File: config.mk
export PLATFORM = sky130hd
export DESIGN_NAME = nfpa_rem_unit
export DESIGN_NICKNAME = d
export VERILOG_FILES = /design/src/hdl/nfpa_pkg.sv /design/src/hdl/nfpa_rem_unit.sv
export SDC_FILE = /design/constraint.sdc
export NUM_CORES = 1
export LEC_CHECK = 0
export ABC_AREA = 1
export BUFFER_PORTS_ARGS = -buffer_cell sky130_fd_sc_hd__buf_2
export CAP_MARGIN = 30
export CORE_ASPECT_RATIO = 1.5
export CORE_MARGIN = 5
export CORE_UTILIZATION = 30
export CTS_CLUSTER_DIAMETER = 120
export DETAILED_ROUTE_END_ITERATION = 16
export PLACE_DENSITY_LB_ADDON = 0.15
export SLEW_MARGIN = 20
export SYNTH_ARGS = -nofsm -noshare
export SYNTH_HDL_FRONTEND = slang
export SYNTH_SLANG_ARGS = --single-unit
File: constraint.sdc
create_clock -name clk -period 2.07 [get_ports clk]
set_input_delay 0 -clock clk [delete_from_list [all_inputs] [get_ports clk]]
set_output_delay 0 -clock clk [all_outputs]
set_load 0.05 [all_outputs]
File: src/hdl/nfpa_pkg.sv
package nfpa_pkg;

    // bitmap row geometry
    localparam int WORD_W = 64;
    localparam int BIT_W  = $clog2(WORD_W);

    // field widths
    localparam int PORT_W    = 16;
    localparam int CFG_IDX_W = 1;

    // default pool depth
    localparam int POOL_DEPTH_DEF = 4096;

    // register reset values
    localparam logic [PORT_W-1:0] FIRST_PORT_RST = 16'd1024;
    localparam logic [PORT_W-1:0] LAST_PORT_RST  = 16'd5119;

    // operation codes
    localparam logic OP_ACQUIRE = 1'b0;
    localparam logic OP_RELEASE = 1'b1;

    // register indexes
    localparam logic [CFG_IDX_W-1:0] CFG_FIRST_PORT = 1'd0;
    localparam logic [CFG_IDX_W-1:0] CFG_LAST_PORT  = 1'd1;

    // sequencer states
    typedef enum logic [2:0] {
        ST_CLEAR,
        ST_IDLE,
        ST_MOD,
        ST_RD0,
        ST_SCAN,
        ST_REL,
        ST_FIN
    } state_t;

    // bitmap write kinds
    typedef enum logic [1:0] {
        RAM_WR_NONE,
        RAM_WR_CLR_ROW,
        RAM_WR_SET_BIT,
        RAM_WR_CLR_BIT
    } ram_wr_op_t;

    // which bits of a fetched row may be granted
    typedef struct packed {
        logic             last_row;
        logic [BIT_W-1:0] last_bit;
        logic             first_visit;
        logic             final_visit;
        logic [BIT_W-1:0] start_bit;
    } scan_mask_t;

    // lowest free bit of a row
    typedef struct packed {
        logic             hit;
        logic [BIT_W-1:0] bit_idx;
    } free_find_t;

    function automatic int calc_rows(input int depth);
        return (depth + WORD_W - 1) / WORD_W;
    endfunction

    function automatic int calc_row_w(input int depth);
        int rows;
        rows = calc_rows(depth);
        return (rows > 1) ? $clog2(rows) : 1;
    endfunction

endpackage

File: src/hdl/nfpa_rem_unit.sv
module nfpa_rem_unit #(
    parameter int POOL_DEPTH = nfpa_pkg::POOL_DEPTH_DEF,
    localparam int POS_W  = nfpa_pkg::calc_row_w(POOL_DEPTH) + nfpa_pkg::BIT_W,
    localparam int SIZE_W = POS_W + 1,
    localparam int CNT_W  = $clog2(POS_W + 1)
) (
    input  logic              clk,
    input  logic              rst_n,
    input  logic              start,
    input  logic [POS_W-1:0]  dividend,
    input  logic [SIZE_W-1:0] divisor,
    output logic              done,
    output logic [POS_W-1:0]  rem
);

    logic              busy_reg, busy_next;
    logic              done_reg, done_next;
    logic [CNT_W-1:0]  cnt_reg, cnt_next;
    logic [POS_W-1:0]  dvd_reg, dvd_next;
    logic [POS_W-1:0]  rem_reg, rem_next;
    logic [SIZE_W-1:0] trial;

    // restoring remainder, one dividend bit per cycle
    always_comb
    begin
        trial     = {rem_reg, dvd_reg[POS_W-1]};
        busy_next = busy_reg;
        done_next = 1'b0;
        cnt_next  = cnt_reg;
        dvd_next  = dvd_reg;
        rem_next  = rem_reg;
        if (start)
        begin
            busy_next = 1'b1;
            cnt_next  = CNT_W'(POS_W);
            dvd_next  = dividend;
            rem_next  = '0;
        end
        else if (busy_reg)
        begin
            if (trial >= divisor)
            begin
                rem_next = POS_W'(trial - divisor);
            end
            else
            begin
                rem_next = trial[POS_W-1:0];
            end
            dvd_next = {dvd_reg[POS_W-2:0], 1'b0};
            cnt_next = cnt_reg - 1'b1;
            if (cnt_reg == CNT_W'(1))
            begin
                busy_next = 1'b0;
                done_next = 1'b1;
            end
        end
    end

    // control
    always_ff @(posedge clk or negedge rst_n)
    begin
        if (!rst_n)
        begin
            busy_reg <= 1'b0;
            done_reg <= 1'b0;
            cnt_reg  <= '0;
        end
        else
        begin
            busy_reg <= busy_next;
            done_reg <= done_next;
            cnt_reg  <= cnt_next;
        end
    end

    // datapath
    always_ff @(posedge clk)
    begin
        dvd_reg <= dvd_next;
        rem_reg <= rem_next;
    end

    assign done = done_reg;
    assign rem  = rem_reg;

    // remainder must land below the divisor
    ap_rem_below: assert property (@(posedge clk) disable iff (!rst_n)
        done_reg |-> ({1'b0, rem_reg} < divisor))
        else $error("remainder not below divisor");

endmodule

# --- After elaboration in Yosys (flattened, before gate mapping) ---
# Index checks and enable logic that the tools add are counted.
totals:
  regBits: 30
  in_bits: 28
  output_inout_bits: 13
  wordCells: 21
classes:
  add_sub_neg: 2
  n_lt_le_gt_ge: 1
  eq_ne: 1
  mux: 11
  n_reduce_logical: 1
ops:
  columns: ["operator", "n"]
  rows:
  - ["2-to-1 mux 12 bit", 3]
  - [">= comparator 13 bit", 1]
  - ["subtractor 12 bit", 1]
  - ["2-to-1 mux 4 bit", 2]
  - ["2-to-1 mux 1 bit", 6]
  - ["== test 4 x 1 -> 1 bit, second input constant", 1]
  - ["subtractor 4 x 1 -> 4 bit, second input constant", 1]
  - ["nonzero test 2 bit", 1]

# --- Logic depth before layout (Yosys ltp) ---
depth:
  depth_word: 4
  depth_mapped: 12

# --- Worst setup path after synthesis ---
# OpenSTA, ideal clock, no wires.
synth_path:
  path_kind: "reg2reg"
  startpoint: "reg rem_reg[6] (netlist: rem[6])"
  endpoint: "reg rem_reg[8] (netlist: rem[8])"
  setup_time_ns: 0.114
  t_arrival_ns: 1.825
  t_required_ns: 1.956
  path_slack_ns: 0.131
  stages_incl_launch_ff: 11
  synth_period_minus_slack_ns: 1.939
  cell_sequence: "dfxtp_1 > ha_1 > nand2_2 > inv_1 > nand2_1 > nand2_1 > a21oi_4 > buf_4 > nand4_1 > nand3_1 > nand2_1"
synth_between:
  elab_chain_len: 2
synth_lines:
  columns: ["element", "line_no", "rtl"]
  rows:
  - ["from (decl)", "nfpa_rem_unit.sv:20", "logic [POS_W-1:0] rem_reg, rem_next;"]
  - ["from (signal assigned)", "nfpa_rem_unit.sv:80", "rem_reg <= rem_next;"]
  - ["subtractor 12 bit or >= comparator 13 bit (tied branches)", "nfpa_rem_unit.sv:43, nfpa_rem_unit.sv:41", null]
  - ["2-to-1 mux 12 bit *", "nfpa_rem_unit.sv:41", "if (trial >= divisor)"]
# Mark *: on every way between the ends. The rest lies on a longest branch, timed or not.
# A chain may end at the register's enable or synchronous reset.

# --- Final worst setup path ---
layout_path:
  startpoint: "reg dvd_reg[11]"
  endpoint: "reg rem_reg[6] (netlist: rem[6])"
layout_between:
  elab_chain_len: 2
layout_lines:
  columns: ["element", "line_no", "rtl"]
  rows:
  - ["from (decl)", "nfpa_rem_unit.sv:19", "logic [POS_W-1:0] dvd_reg, dvd_next;"]
  - ["from (signal assigned)", "nfpa_rem_unit.sv:79", "dvd_reg <= dvd_next;"]
  - ["subtractor 12 bit or >= comparator 13 bit (tied branches)", "nfpa_rem_unit.sv:43, nfpa_rem_unit.sv:41", null]
  - ["2-to-1 mux 12 bit *", "nfpa_rem_unit.sv:41", null]
# Marked as above.

==> flow_metrics.py <==
metrics = {
    "outcome": {
        "status": "completed",
    },
    "clock_tree": {
        "clock_path_buffers": 2,
        "cts_buffers": 5,
        "tritoncts": "done",
        "clockRootBuffer": "clkbuf_8",
        "path_clk_slew_ns": 0.08,
        "clock_sinks": 30,
        "cts_max_level": 2,
        "post_cts_buffers": 0,
        "worst_skew_pair.late_latency_ns": 0.29,
    },
    "power": {
        "vdd.ir_drop.worst_v": 0.000352,
        "p_leak_nw": 1.56,
        "power.density_nw_per_um2": 997,
        "power_w": 0.00279,
    },
    "global_route": {
        "antenna_found_initial": 0,
        "grt_pass1_wl_um": 9760,
        "overflow": 0,
        "grt_pass1_vias": 2135,
        "grt_max_degree": 18,
        "grtUsageTotal_pct": 13.8,
    },
    "route": {
        "avgRoutedWirePerCell_um": 12.4,
        "wl_um": 5900,
        "via_per_inst": 4.48,
        "num_vias": 2134,
        "drt_iter0_markers": 102,
        "drc_errors": 0,
        "antenna_left": 0,
        "first_pass_iters": 5,
    },
    "run": {
        "cap_violations": 0,
    },
    "placement": {
        "hpwl_um": 4520,
        "place_inst": 455,
        "pre_cts_ws_ns": 0.102,
        "portBuffers": 40,
        "place_area_um2": 2540,
        "gp_congestion": 0.863,
    },
    "logic_synthesis": {
        "synth.top_cells.by_count": "nand2_1 (119), inv_1 (58), nand3_1 (23)",
        "syn-instance-count": 317,
        "synth_top_area_share_pct": 20.2,
        "ys_types": 29,
        "synthTopCellsByArea": "nand2_1 (20%), edfxtp_1 (16%), dfxtp_1 (11%)",
        "ys.flop_type": "edfxtp_1",
        "synth_warnings": 0,
        "avgSynthCellArea_um2": 6.98,
        "syn-num-nets": 361,
        "syn_area_um2": 2210,
        "synthArstFlopShare_pct": 20.0,
        "synth.largest_area_cell": "nand2_1",
        "synth-seq-cells": 30,
        "yosysSeqAreaShare_pct": 33.9,
        "synth_edf_count": 12,
        "synth_most_common_cell": "nand2_1",
    },
    "finish": {
        "fin_cells": 476,
        "postLayoutCellArea_um2": 2800,
        "drive_above_1_share_pct": 19.1,
        "area_growth_pct": 26.6,
        "finalNetCount": 419,
        "diodes": 0,
    },
    "critical_path": {
        "rrSetupSlack_ns": 0.16,
        "cp.required_ns": 2.25,
        "r2r-end": "rem[6]$_SDFFE_PP0P_",
        "reg2reg_from": "dvd_reg[11]$_DFFE_PP_",
        "cp-start-kind": "register",
        "cp-end-kind": "register",
        "criticalPathCategory": "reg2reg",
        "arrival_ns": 2.09,
        "reg2reg_depth": 12,
        "crit_path_max_fanout": 4,
    },
    "sta": {
        "tightest_slew_ns": 0.519,
        "slew_violations": 0,
        "rsz0062_at_grt": "false",
        "period_minus_slack_ns": 1.91,
        "setup_viol": 0,
        "hold_violations": 0,
        "max_freq_ghz": 0.523,
        "setup_tns_ns": 0,
        "fin_ws_ns": 0.160,
        "fin_worst_skew_ns": 0.0187,
        "relSlewSlack_pct": 65.3,
        "finalCritPeriodShare_pct": 92.3,
    },
    "die": {
        "start_util_pct": 30.6,
        "die_width_um": 80.1,
        "coreArea_um2": 7230,
        "num_io_pins": 41,
        "die_y_um": 115,
        "rows": 38,
        "die_area_um2": 9230,
    },
    "hold_path": {
        "hp-class": "in2async",
    },
}
layer usage:
metal / wire (µm) / vias up / global-route usage (%)
met1: 2350 / 965 / 13.5
li1: - / 1113 / -
met5: 0 / - / 0
met3: 196 / 7 / 2.43
met4: 90 / 0 / 5.30
met2: 3260 / 49 / 27.7
area by class of cell:
| type | instances | area (µm²) |
|---|---|---|
| fill | 823 | 4430 |
| clock inverter | 3 | 63.8 |
| sequential | 30 | 751 |
| multi-input combinational | 220 | 1190 |
| tap | 100 | 125 |
| inverter | 58 | 218 |
| clock buffer | 5 | 68.8 |
| timing repair buffer | 60 | 383 |
placed cells by master, fill, tap and decap left out, drive strengths merged, types with 12 or more instances in the layout:
master         n
ha            15
nand2        123
edfxtp        12
dlygate4sd3   13
buf           47
nor2          15
nand3         29
dfxtp         12
nand4         16
inv           58
per-stage QoR:
step | hold WS, ns | util, %
5_1_grt | 0.0877 | 38.8
4_1_cts | 0.0615 | 38.7
2_1_floorplan | -0.296 | -
3_5_place_dp | -0.163 | 35.1
3_3_place_gp | -0.160 | 35.1
6_report | 0.0658 | 38.8
logic make-up after synthesis:
group,count (synthesis),synth area share [%]
compound gates,13,3.62
xor+xnor,5,1.98
fa+ha+maj,16,9.38
buf+inv,67,12.3
flops,30,33.9
simple gates,186,38.8
power breakdown:
group / switching, W / leakage, nW / internal, W
clock: 0.000252 / 0.0658 / 0.000477
sequential: 0.0000757 / 0.299 / 0.000716
combinational: 0.000842 / 1.19 / 0.000430
critical path, cell delays in order (launching register included):
cell and delay, ns:
edfxtp_1 0.36, inv_1 0.08, ha_1 0.14, inv_1 0.08
fa_2 0.39, nand3_1 0.10, nand3_1 0.14, nand2_1 0.10
nand2_1 0.06, xnor2_1 0.14, nand2_1 0.09, nand3_1 0.07
nand2_1 0.04
how the worst max path moves through the flow:
stage / startpoint / endpoint / slack (ns) / cells after the start
after CTS: dvd_reg[11]$_DFFE_PP_ / rem[6]$_SDFFE_PP0P_ / 0.06 / 12
after floorplan: rem[6]$_SDFFE_PP0P_ / rem[8]$_SDFFE_PP0P_ / 0.13 / 10
after detailed placement: dvd_reg[11]$_DFFE_PP_ / rem[6]$_SDFFE_PP0P_ / 0.10 / 12
after global placement: dvd_reg[11]$_DFFE_PP_ / rem[6]$_SDFFE_PP0P_ / 0.09 / 12
final: dvd_reg[11]$_DFFE_PP_ / rem[6]$_SDFFE_PP0P_ / 0.16 / 12
after global routing: dvd_reg[11]$_DFFE_PP_ / rem[8]$_SDFFE_PP0P_ / 0.01 / 12
what timing repair did:
action,4_1_cts,5_1_grt
resized for setup,0,1
hold endpoints to repair,18,0
setup endpoints to repair,0,2
hold buffers,13,0
Note: power is estimated with default switching activity, not from simulation.
