<file path="config.mk">
export PLATFORM = sky130hd
export DESIGN_NAME = nfpa_first_free
export DESIGN_NICKNAME = d
export VERILOG_FILES = /design/src/hdl/nfpa_pkg.sv /design/src/hdl/nfpa_first_free.sv
export SDC_FILE = /design/constraint.sdc
export NUM_CORES = 1
export LEC_CHECK = 0
export ABC_AREA = 1
export BUFFER_PORTS_ARGS = -buffer_cell sky130_fd_sc_hd__buf_2
export CAP_MARGIN = 40
export CORE_MARGIN = 5
export CORE_UTILIZATION = 50
export DETAILED_ROUTE_END_ITERATION = 12
export PLACE_DENSITY = 0.86
export SYNTH_ARGS = -nofsm -noshare
export SYNTH_HDL_FRONTEND = slang
export SYNTH_SLANG_ARGS = --single-unit
</file>
<file path="constraint.sdc">
create_clock -name vclk -period 4.43
set_input_delay 0 -clock vclk [all_inputs]
set_output_delay 0 -clock vclk [all_outputs]
set_load 0.03 [all_outputs]
</file>
<file path="src/hdl/nfpa_pkg.sv">
package nfpa_pkg;

    // bitmap row geometry
    localparam int WORD_W = 64;
    localparam int BIT_W  = $clog2(WORD_W);

    // field widths
    localparam int PORT_W    = 16;
    localparam int CFG_IDX_W = 1;

    // default pool depth
    localparam int POOL_DEPTH_DEF = 4096;

    // register reset values
    localparam logic [PORT_W-1:0] FIRST_PORT_RST = 16'd1024;
    localparam logic [PORT_W-1:0] LAST_PORT_RST  = 16'd5119;

    // operation codes
    localparam logic OP_ACQUIRE = 1'b0;
    localparam logic OP_RELEASE = 1'b1;

    // register indexes
    localparam logic [CFG_IDX_W-1:0] CFG_FIRST_PORT = 1'd0;
    localparam logic [CFG_IDX_W-1:0] CFG_LAST_PORT  = 1'd1;

    // sequencer states
    typedef enum logic [2:0] {
        ST_CLEAR,
        ST_IDLE,
        ST_MOD,
        ST_RD0,
        ST_SCAN,
        ST_REL,
        ST_FIN
    } state_t;

    // bitmap write kinds
    typedef enum logic [1:0] {
        RAM_WR_NONE,
        RAM_WR_CLR_ROW,
        RAM_WR_SET_BIT,
        RAM_WR_CLR_BIT
    } ram_wr_op_t;

    // which bits of a fetched row may be granted
    typedef struct packed {
        logic             last_row;
        logic [BIT_W-1:0] last_bit;
        logic             first_visit;
        logic             final_visit;
        logic [BIT_W-1:0] start_bit;
    } scan_mask_t;

    // lowest free bit of a row
    typedef struct packed {
        logic             hit;
        logic [BIT_W-1:0] bit_idx;
    } free_find_t;

    function automatic int calc_rows(input int depth);
        return (depth + WORD_W - 1) / WORD_W;
    endfunction

    function automatic int calc_row_w(input int depth);
        int rows;
        rows = calc_rows(depth);
        return (rows > 1) ? $clog2(rows) : 1;
    endfunction

endpackage

</file>
<file path="src/hdl/nfpa_first_free.sv">
module nfpa_first_free (
    input  logic [nfpa_pkg::WORD_W-1:0] word,
    input  nfpa_pkg::scan_mask_t        mask,
    output nfpa_pkg::free_find_t        found
);

    logic [nfpa_pkg::WORD_W-1:0] cand;

    // free bits that are inside the pool and in the current scan window
    always_comb
    begin
        for (int i = 0; i < nfpa_pkg::WORD_W; i++)
        begin
            cand[i] = !word[i]
                && !(mask.last_row && (nfpa_pkg::BIT_W'(i) > mask.last_bit))
                && !(mask.first_visit && (nfpa_pkg::BIT_W'(i) < mask.start_bit))
                && !(mask.final_visit && (nfpa_pkg::BIT_W'(i) >= mask.start_bit));
        end
    end

    // lowest candidate wins
    always_comb
    begin
        found.hit     = 1'b0;
        found.bit_idx = '0;
        for (int i = nfpa_pkg::WORD_W - 1; i >= 0; i--)
        begin
            if (cand[i])
            begin
                found.hit     = 1'b1;
                found.bit_idx = nfpa_pkg::BIT_W'(i);
            end
        end
    end

endmodule

</file>
======== After elaboration in Yosys (flattened, before gate mapping) ========
Cells that the tools add are included.
cells by class
  order comparisons ....................... 192
  muxes and demuxes ....................... 64
  reduce and logical (&&, ||, !) cells .... 640
operators with widths
  kind                                                count
  two-way mux 7 bit                                   64
  logical AND 1 bit                                   384
  zero test 1 bit                                     256
  >= comparator 6 bit, first input constant           32
  > comparator 6 bit, first input constant            32
  < comparator 6 bit, first input constant            32
  >= comparator 5 x 6 -> 1 bit, first input constant  16
  > comparator 5 x 6 -> 1 bit, first input constant   16
  < comparator 5 x 6 -> 1 bit, first input constant   16
  >= comparator 4 x 6 -> 1 bit, first input constant  8
  > comparator 4 x 6 -> 1 bit, first input constant   8
  < comparator 4 x 6 -> 1 bit, first input constant   8
  >= comparator 3 x 6 -> 1 bit, first input constant  4
  > comparator 3 x 6 -> 1 bit, first input constant   4
  < comparator 3 x 6 -> 1 bit, first input constant   4
  >= comparator 1 x 6 -> 1 bit, first input constant  2
  >= comparator 2 x 6 -> 1 bit, first input constant  2
  > comparator 1 x 6 -> 1 bit, first input constant   2
  > comparator 2 x 6 -> 1 bit, first input constant   2
  < comparator 1 x 6 -> 1 bit, first input constant   2
  < comparator 2 x 6 -> 1 bit, first input constant   2
storage, ports and cells
  flip-flop bits (word level) ............. 0
  logic and storage cells ................. 896

======== Longest topological paths before layout ========
Gate-level depths: netlist of the first run.
  word-level depth ........................ 70
  mapped depth ............................ 68
  mapped depth without buffers ............ 67

======== Worst setup path before layout of the first run ========
No wires, ideal clock.
  kind .................................... in2out
  from .................................... in mask[13] (netlist name)
  to ...................................... out found[0] (netlist name)
  arrival ................................. 3535 ps
  required time ........................... 4430 ps
  setup slack ............................. 895 ps
  cell stages on the path ................. 67
  buffers on the path ..................... 1
  path through ............................ buf_2 nand2_4 nand2_1 nand2_1 nor2_1 nand2_1 nand2_1 nand2_1 nand2_1 nand2_1 nand2_1 nand2_1 nand2_1 nand2_1 nand2_1 nand2_1 nand2_1 nand2_1 [... 31 more ...] nand2_1 nand2_1 nand2_1 nand2_1 nand2_1 nand2_1 nand2_1 nand2_1 nand2_1 nand2_1 nand2_1 nand2_1 nand2_1 nand2_1 nand2_1 nand2_1 nand2_1 a21oi_2
RTL lines
  what         RTL line              source
  from (decl)  nfpa_first_free.sv:3  input nfpa_pkg::scan_mask_t mask,
  to (decl)    nfpa_first_free.sv:4  output nfpa_pkg::free_find_t found

==> results.json, run 1 <==
{
  "outcome": "finished clean",
  "grt_max_degree": 18,
  "dr.first_iter.drc_count": 776,
  "top_library_cells_by_usage_in_the_layout_fill_and_taps_aside": "178 x nand2_1, 131 x nor2_1, 112 x inv_1",
  "holdBufCountCts": 0,
  "max-vdd-ir-drop_mv": 0.0686,
  "instances_no_fill": 894,
  "core-area_mm2": 0.00635,
  "synthAdderAreaFrac": 0,
  "power_mw": 0.515,
  "syn-instance-count": 709,
  "timing.setup.critical_path_class": "in2out",
  "min_period_over_period": 0.942,
  "final_critical_path_setup_slack_ns": 0.255,
  "critPathSlowestCell": "nor2_2",
  "endpoint": "found[0]",
  "synth_top_area_share": 0.216,
  "synth_area_mm2": 0.00327,
  "worst_slew_pin_slew_ns": 0.657,
  "worst_hold_path_type": "in2out",
  "grt_antenna_before_repair": 0,
  "setup.worst_path.start": "mask[0]",
  "synth_top_cell_by_area": "nand2_1",
  "finalSetupTns_ns": 0,
  "global_route_wire_length_before_repair_um": 23900,
  "detail_route.vias_per_cell": 6.07,
  "drv_cap": 0,
  "multi_input_area_mm2": 0.00287,
  "leakage_power_total_nw": 2.33,
  "critical_path.max_fanout": 3,
  "via_count_of_the_first_global_routing_pass": 4694,
  "wl_per_cell_um": 18.3,
  "floorplan.die.height_um": 90.8,
  "hold_violations": 0,
  "yosys-mux-area-fraction": 0,
  "post_synth.cell_area_avg_um2": 4.61,
  "sequential_cell_total": 0,
  "worst_ep_arrival_time_ns": 4.18,
  "port-buffer-count": 86,
  "final_max_slew_viol_count": 0,
  "drtAntennaViolNets": 0,
  "totalWireLength_um": 16400,
  "power_density_mw_per_mm2": 119,
  "final-setup-viol-count": 0,
  "dp_slack_ns": 0.225,
  "achievable-frequency_mhz": 240,
  "start_util": 0.514,
  "drive_gt1_frac": 0.235,
  "synth-xor-area-share": 0,
  "required_ns": 4.43,
  "rows": 29,
  "route.vias.total": 5424,
  "synth.net_count": 788,
  "synth-warning-count": 0,
  "num_io_pins": 86,
  "drt_drc_violations_left": 0,
  "overflow": 0,
  "layout_commonest_cell": "nand2_1",
  "synth-seq-area-share": 0,
  "die_area_mm2": 0.00825,
  "grt_usage": 0.353,
  "cpPeakStageDelay_ns": 0.20,
  "pre_repair_dr_iteration_count": 7,
  "ant_diodes": 0,
  "yosysUniqueCellTypes": 43,
  "synth-compound-area-share": 0.270,
  "synth_top_cells_by_area": "nand2_1 22%, nor2_1 16%, inv_1 13%",
  "timing.slew.headroom": 0.558,
  "setup_repair_after_global_routing_missed_its_margin": "yes",
  "width_of_the_die_um": 90.8,
  "finalNetCount": 898,
  "start_kind": "input pin",
  "final_weighted_congestion_in_routability_driven_placement": 1.13,
  "hpwl_um": 12800,
  "crit_path_end_kind": "primary output",
  "n_fill_cell": 610,
  "main_combinational_cell_family_by_area_after_synthesis": "simple AND/OR/NAND/NOR gates",
  "ff_latch_area_um2": 0,
  "synth_simple_gate_area_frac": 0.547,
  "n_clock_buffer": 0,
  "count_of_placed_standard_cells_including_taps": 883,
  "minimum_period_implied_by_the_final_worst_setup_slack_ns": 4.18,
  "area_delta_synth_final_pct": 33.1,
  "worst_path_most_repeated_cell": "nand2_1"
}
-- cell usage after synthesis, types with 5 or more instances --
library cell  count
nand2_1         188
nor2_1          136
inv_1           116
o21ai_0          49
a21oi_1          48
nor3_1           20
nand3_1          18
inv_2            14
nor4_1           13
o211ai_1         11
and3_1            9
a31oi_1           7
buf_2             6
nor2_2            6
a2111oi_0         5
nand2_2           5
-- stage by stage --
| stage | hold slack, ns | instance area [µm²] | util |
|---|---|---|---|
| 2_1_floorplan | 0.353 | 3270 | - |
| 3_3_place_gp | 0.537 | 3900 | 0.614 |
| 3_5_place_dp | 0.546 | 3900 | 0.614 |
| 4_1_cts | 0.547 | 3900 | 0.614 |
| 5_1_grt | 0.567 | 4350 | 0.685 |
| 6_report | 0.533 | 4350 | 0.685 |
-- layer usage --
layer,GRT usage,up-vias,part of all wire
met5,0,-,0
met4,0.130,0,0.061
met3,0.0450,109,0.13
met2,0.554,462,0.43
met1,0.489,2335,0.38
li1,-,2518,-
-- kinds of logic (layout without fill, tap and decap cells) --
family | count (synthesis) | after routing
AND/OR/NAND/NOR | 413 | 413
buffers and inverters | 148 | 256
AO/OA/AOI/OAI | 148 | 148
-- worst min-delay path by stage --
| stage | startpoint | end | slack (ns) | cells after the start |
|---|---|---|---|---|
| 2_1_floorplan | word[1] | found[0] | 0.35 | 3 |
| 3_3_place_gp | word[2] | found[1] | 0.54 | 5 |
| 3_5_place_dp | word[1] | found[0] | 0.55 | 6 |
| 4_1_cts | word[1] | found[0] | 0.55 | 6 |
| 5_1_grt | word[1] | found[0] | 0.57 | 6 |
| 6_report | word[1] | found[0] | 0.53 | 6 |
-- cell type report --
cell class | instances | share of cell area
multi-input combinational | 561 | 0.659
timing repair buffer | 126 | 0.204
inverter | 130 | 0.115
tap | 77 | 0.0222
-- what timing repair did --
| action | in CTS | in global routing |
|---|---|---|
| gates resized for setup | 0 | 113 |
| setup endpoints to repair | 0 | 1 |
| buffers inserted | 0 | 11 |
-- power by group --
group	leakage, nW	internal, mW	switching [mW]
clock network	0	0	0
logic	2.33	0.183	0.332
registers	0	0	0
total	2.33	0.183	0.332
-- critical path: cells and delay by family --
family	cells	cell delay [ns]
buffers and inverters	2	0.29
and+or+nand+nor	62	3.72
AOI/OAI and AO/OA	1	0.16
(Power assumes the default switching activity.)
==> inputs of run 2 (changes only) <==
--- a/config.mk
+++ b/config.mk
@@ -10,6 +10,9 @@
 export CAP_MARGIN = 40
+export CELL_PAD_IN_SITES_DETAIL_PLACEMENT = 0
+export CELL_PAD_IN_SITES_GLOBAL_PLACEMENT = 1
 export CORE_MARGIN = 5
-export CORE_UTILIZATION = 50
+export CORE_UTILIZATION = 35
 export DETAILED_ROUTE_END_ITERATION = 12
-export PLACE_DENSITY = 0.86
+export PLACE_DENSITY = 0.94
+export RECOVER_POWER = 25
 export SYNTH_ARGS = -nofsm -noshare
==> constraint.sdc (replaced) <==
create_clock -name vclk -period 4.43
set_input_delay 0 -clock vclk [all_inputs]
set_output_delay 0 -clock vclk [all_outputs]
set_load 0.1 [all_outputs]
==> results.json, run 2 (synthesized netlist as in run 1, its figures left out) <==
{
  "post-route-cell-area_mm2": 0.00436,
  "worst_path_most_repeated_cell": "nand2_1",
  "buffers_and_inverters_on_the_worst_path": 5,
  "grt_max_degree": 17,
  "start_util": 0.357,
  "via_count_of_the_first_global_routing_pass": 4690,
  "die_area_mm2": 0.0114,
  "dr.first_iter.drc_count": 530,
  "holdPathStages": 5,
  "critical_path.max_fanout": 4,
  "drv_cap": 0,
  "critPathSlowestCell": "nor2_2",
  "timing.hold.worst_endpoint": "found[1]",
  "required_ns": 4.43,
  "ff_latch_area_um2": 0,
  "power_density_mw_per_mm2": 123,
  "drtAntennaViolNets": 0,
  "finish.utilization": 0.477,
  "pre_repair_dr_iteration_count": 5,
  "width_of_the_die_um": 107,
  "leakage_power_total_nw": 2.38,
  "wl_per_cell_um": 17.4,
  "hpwl_um": 13900,
  "start_kind": "input pin",
  "floorplan.die.height_um": 107,
  "worst_ep_arrival_time_ns": 4.16,
  "max-vdd-ir-drop_mv": 0.0608,
  "hold_violations": 0,
  "detail_route.vias_per_cell": 5.42,
  "global_route_wire_length_before_repair_um": 25000,
  "drive_gt1_frac": 0.239,
  "worst_slew_pin_slew_ns": 1.15,
  "grt_usage": 0.278,
  "timing.slew.headroom": 0.233,
  "final_max_slew_viol_count": 0,
  "core-area_mm2": 0.00915,
  "count_of_placed_standard_cells_including_taps": 939,
  "num_io_pins": 86,
  "totalWireLength_um": 16500,
  "finalSetupTns_ns": 0,
  "cpPeakStageDelay_ns": 0.23,
  "min_period_over_period": 0.940,
  "grt_antenna_before_repair": 0,
  "finalNetCount": 919,
  "ant_diodes": 0,
  "overflow": 0,
  "minimum_period_implied_by_the_final_worst_setup_slack_ns": 4.16,
  "final_critical_path_setup_slack_ns": 0.267,
  "outcome": "finished clean",
  "sequential_cell_total": 0,
  "worst_hold_path_type": "in2out",
  "timing.setup.critical_path_class": "in2out",
  "instances_no_fill": 949,
  "port-buffer-count": 86,
  "final_weighted_congestion_in_routability_driven_placement": 1.02,
  "dp_slack_ns": 0.182,
  "achievable-frequency_mhz": 240,
  "layout_commonest_cell": "nand2_1",
  "n_clock_buffer": 0,
  "holdBufCountCts": 0,
  "route.vias.total": 5140,
  "postPlaceCellArea_mm2": 0.00414,
  "rows": 35,
  "final-setup-viol-count": 0,
  "crit_path_end_kind": "primary output",
  "drt_drc_violations_left": 0,
  "hold_path_startpoint": "word[2]",
  "path_delay_family": "simple AND/OR/NAND/NOR gates",
  "top_library_cells_by_usage_in_the_layout_fill_and_taps_aside": "181 x nand2_1, 133 x nor2_1, 115 x inv_1",
  "area_delta_synth_final_pct": 33.6,
  "setup_repair_after_global_routing_missed_its_margin": "yes"
}
==> run 2: cell types whose count changed in the layout (fill, tap and decap cells not counted), sizes merged <==
cell and delta:
clkbuf +4, buf +17
==> run 2: cell type report <==
cell class                      instances  area [µm²]
Inverter                              130         488
Tap cell                              111         139
Timing Repair Buffer                  147         971
Fill cell                            1074        4790
Multi-Input combinational cell        561        2760
==> run 2: worst max-delay path by stage <==
stage	endpoint	cells after the start	slack (ns)	start
floorplan	found[0]	67	0.32	mask[13]
global placement	found[0]	60	0.13	mask[0]
detailed placement	found[0]	62	0.18	mask[9]
CTS	found[0]	62	0.15	mask[9]
global route	found[0]	64	-0.34	mask[3]
finish	found[0]	64	0.27	mask[0]
==> run 2: routing by layer <==
metal	vias to the layer above	part of all wire	GRT usage
met1	2234	0.43	0.385
li1	2550	-	-
met2	310	0.44	0.450
met4	0	0.037	0.0932
met5	-	0	0
met3	46	0.097	0.0259
==> run 2: repair_timing <==
action	4_1_cts	5_1_grt
gates resized for setup	0	48
setup endpoints to repair	0	1
buffers inserted	0	10
==> run 2: report_power, final <==
| group | switching (mW) | internal (mW) | total [mW] |
|---|---|---|---|
| Combinational | 0.349 | 0.188 | 0.537 |
| Sequential | 0 | 0 | 0 |
| Clock | 0 | 0 | 0 |
| Total | 0.349 | 0.188 | 0.537 |
==> run 2: per-stage QoR <==
| step | hold slack, ns | total power, mW |
|---|---|---|
| 2_1_floorplan | 0.526 | 0.320 |
| 3_3_place_gp | 0.602 | 0.503 |
| 3_5_place_dp | 0.609 | 0.502 |
| 4_1_cts | 0.607 | 0.504 |
| 5_1_grt | 0.672 | 0.588 |
| 6_report | 0.613 | 0.537 |
==> inputs of run 3 (changes only) <==
Settings changed: CORE_ASPECT_RATIO from default to 2.
==> results.json, run 3 (synthesized netlist as in run 1, its figures left out) <==
{
  "outcome": "finished clean",
  "finish.utilization": 0.481,
  "dr.first_iter.drc_count": 434,
  "grt_usage": 0.297,
  "holdBufCountCts": 0,
  "minimum_period_implied_by_the_final_worst_setup_slack_ns": 4.15,
  "hpwl_um": 15000,
  "finalNetCount": 913,
  "rows": 50,
  "drtAntennaViolNets": 0,
  "timing.setup.critical_path_class": "in2out",
  "top_library_cells_by_usage_in_the_layout_fill_and_taps_aside": "179 x nand2_1, 129 x nor2_1, 113 x inv_1",
  "min_period_over_period": 0.937,
  "final-setup-viol-count": 0,
  "worst_path_most_repeated_cell": "nand2_1",
  "n_fill_cell": 1082,
  "critical_path.max_fanout": 9,
  "drv_cap": 0,
  "sequential_cell_total": 0,
  "totalWireLength_um": 17800,
  "worst_hold_slack_ns": 0.585,
  "wl_per_cell_um": 19.1,
  "ff_latch_area_um2": 0,
  "worst_slew_pin_slew_ns": 1.16,
  "grt_antenna_before_repair": 0,
  "ant_diodes": 0,
  "achievable-frequency_mhz": 241,
  "global_route_wire_length_before_repair_um": 26600,
  "layout_commonest_cell": "nand2_1",
  "final_weighted_congestion_in_routability_driven_placement": 1.10,
  "area_delta_synth_final_pct": 36.5,
  "worst_ep_arrival_time_ns": 4.15,
  "required_ns": 4.43,
  "finalSetupTns_ns": 0,
  "via_count_of_the_first_global_routing_pass": 5183,
  "drive_gt1_frac": 0.248,
  "timing.slew.headroom": 0.231,
  "route.vias.total": 5389,
  "worst_hold_path_type": "in2out",
  "final_max_slew_viol_count": 0,
  "grt_max_degree": 17,
  "drt_drc_violations_left": 0,
  "core-area_mm2": 0.00926,
  "max-vdd-ir-drop_mv": 0.0559,
  "power_density_mw_per_mm2": 125,
  "pre_repair_dr_iteration_count": 5,
  "critPathSlowestCell": "nor2_1",
  "setup_repair_after_global_routing_missed_its_margin": "yes",
  "port-buffer-count": 86,
  "start_util": 0.353,
  "start_kind": "input pin",
  "overflow": 0,
  "width_of_the_die_um": 78.3,
  "num_io_pins": 86,
  "n_clock_buffer": 0,
  "hold_violations": 0,
  "leakage_power_total_nw": 2.39,
  "cpPeakStageDelay_ns": 0.35,
  "die_area_mm2": 0.0115,
  "detail_route.vias_per_cell": 5.76,
  "floorplan.die.height_um": 147,
  "crit_path_end_kind": "primary output"
}
run 3: cell types whose count changed in the layout (fill, tap and decap cells not counted), moves of 3 or more:
| cell | change |
|---|---|
| buf_12 | +3 |
| clkbuf_4 | -3 |
| buf_2 | -3 |
| buf_8 | +5 |
| buf_4 | -4 |
| buf_6 | -3 |
| nor2_1 | -4 |
run 3: area by class of cell:
cell class / count / area, µm² / area share
Tap cell: 104 / 130 / 0.0292
Inverter: 130 / 493 / 0.111
Multi-Input combinational cell: 561 / 2830 / 0.636
Timing Repair Buffer: 141 / 1000 / 0.225
run 3: what timing repair did:
action                     4_1_cts  5_1_grt
setup endpoints to repair        0        1
buffers inserted                 0       15
resized for setup                0       92
run 3: where the power goes:
| group | switching [mW] | internal [mW] | total [mW] |
|---|---|---|---|
| clock | 0 | 0 | 0 |
| combinational | 0.361 | 0.195 | 0.556 |
| sequential | 0 | 0 | 0 |
run 3: worst paths after layout:
path	start	end	slack [ns]	depth (start not counted)
max	mask[5]	found[0]	0.28	50
min	word[1]	found[0]	0.58	6
run 3: per-stage QoR:
step                      instance area, µm²  total power, mW  std cells  worst slack, ns
after CTS                               4060            0.506        921            0.131
after global routing                    4460            0.602        936           -0.262
after floorplan                         3270            0.320        709            0.320
after global placement                  4060            0.506        921            0.169
after detailed placement                4060            0.505        921            0.136
final                                   4460            0.556        936            0.279
run 3: metal layers:
layer / routed length [µm] / vias to the layer above / global-route usage
met5: 0 / - / 0
met4: 2050 / 0 / 0.252
met3: 1260 / 117 / 0.0358
met2: 8730 / 340 / 0.532
met1: 5790 / 2385 / 0.294
li1: - / 2547 / -
run 3: critical path: cells and delay by family:
family,cells,cell delay [ns]
and+or+nand+nor,42,2.99
buffers and inverters,6,0.80
AOI/OAI and AO/OA,2,0.38
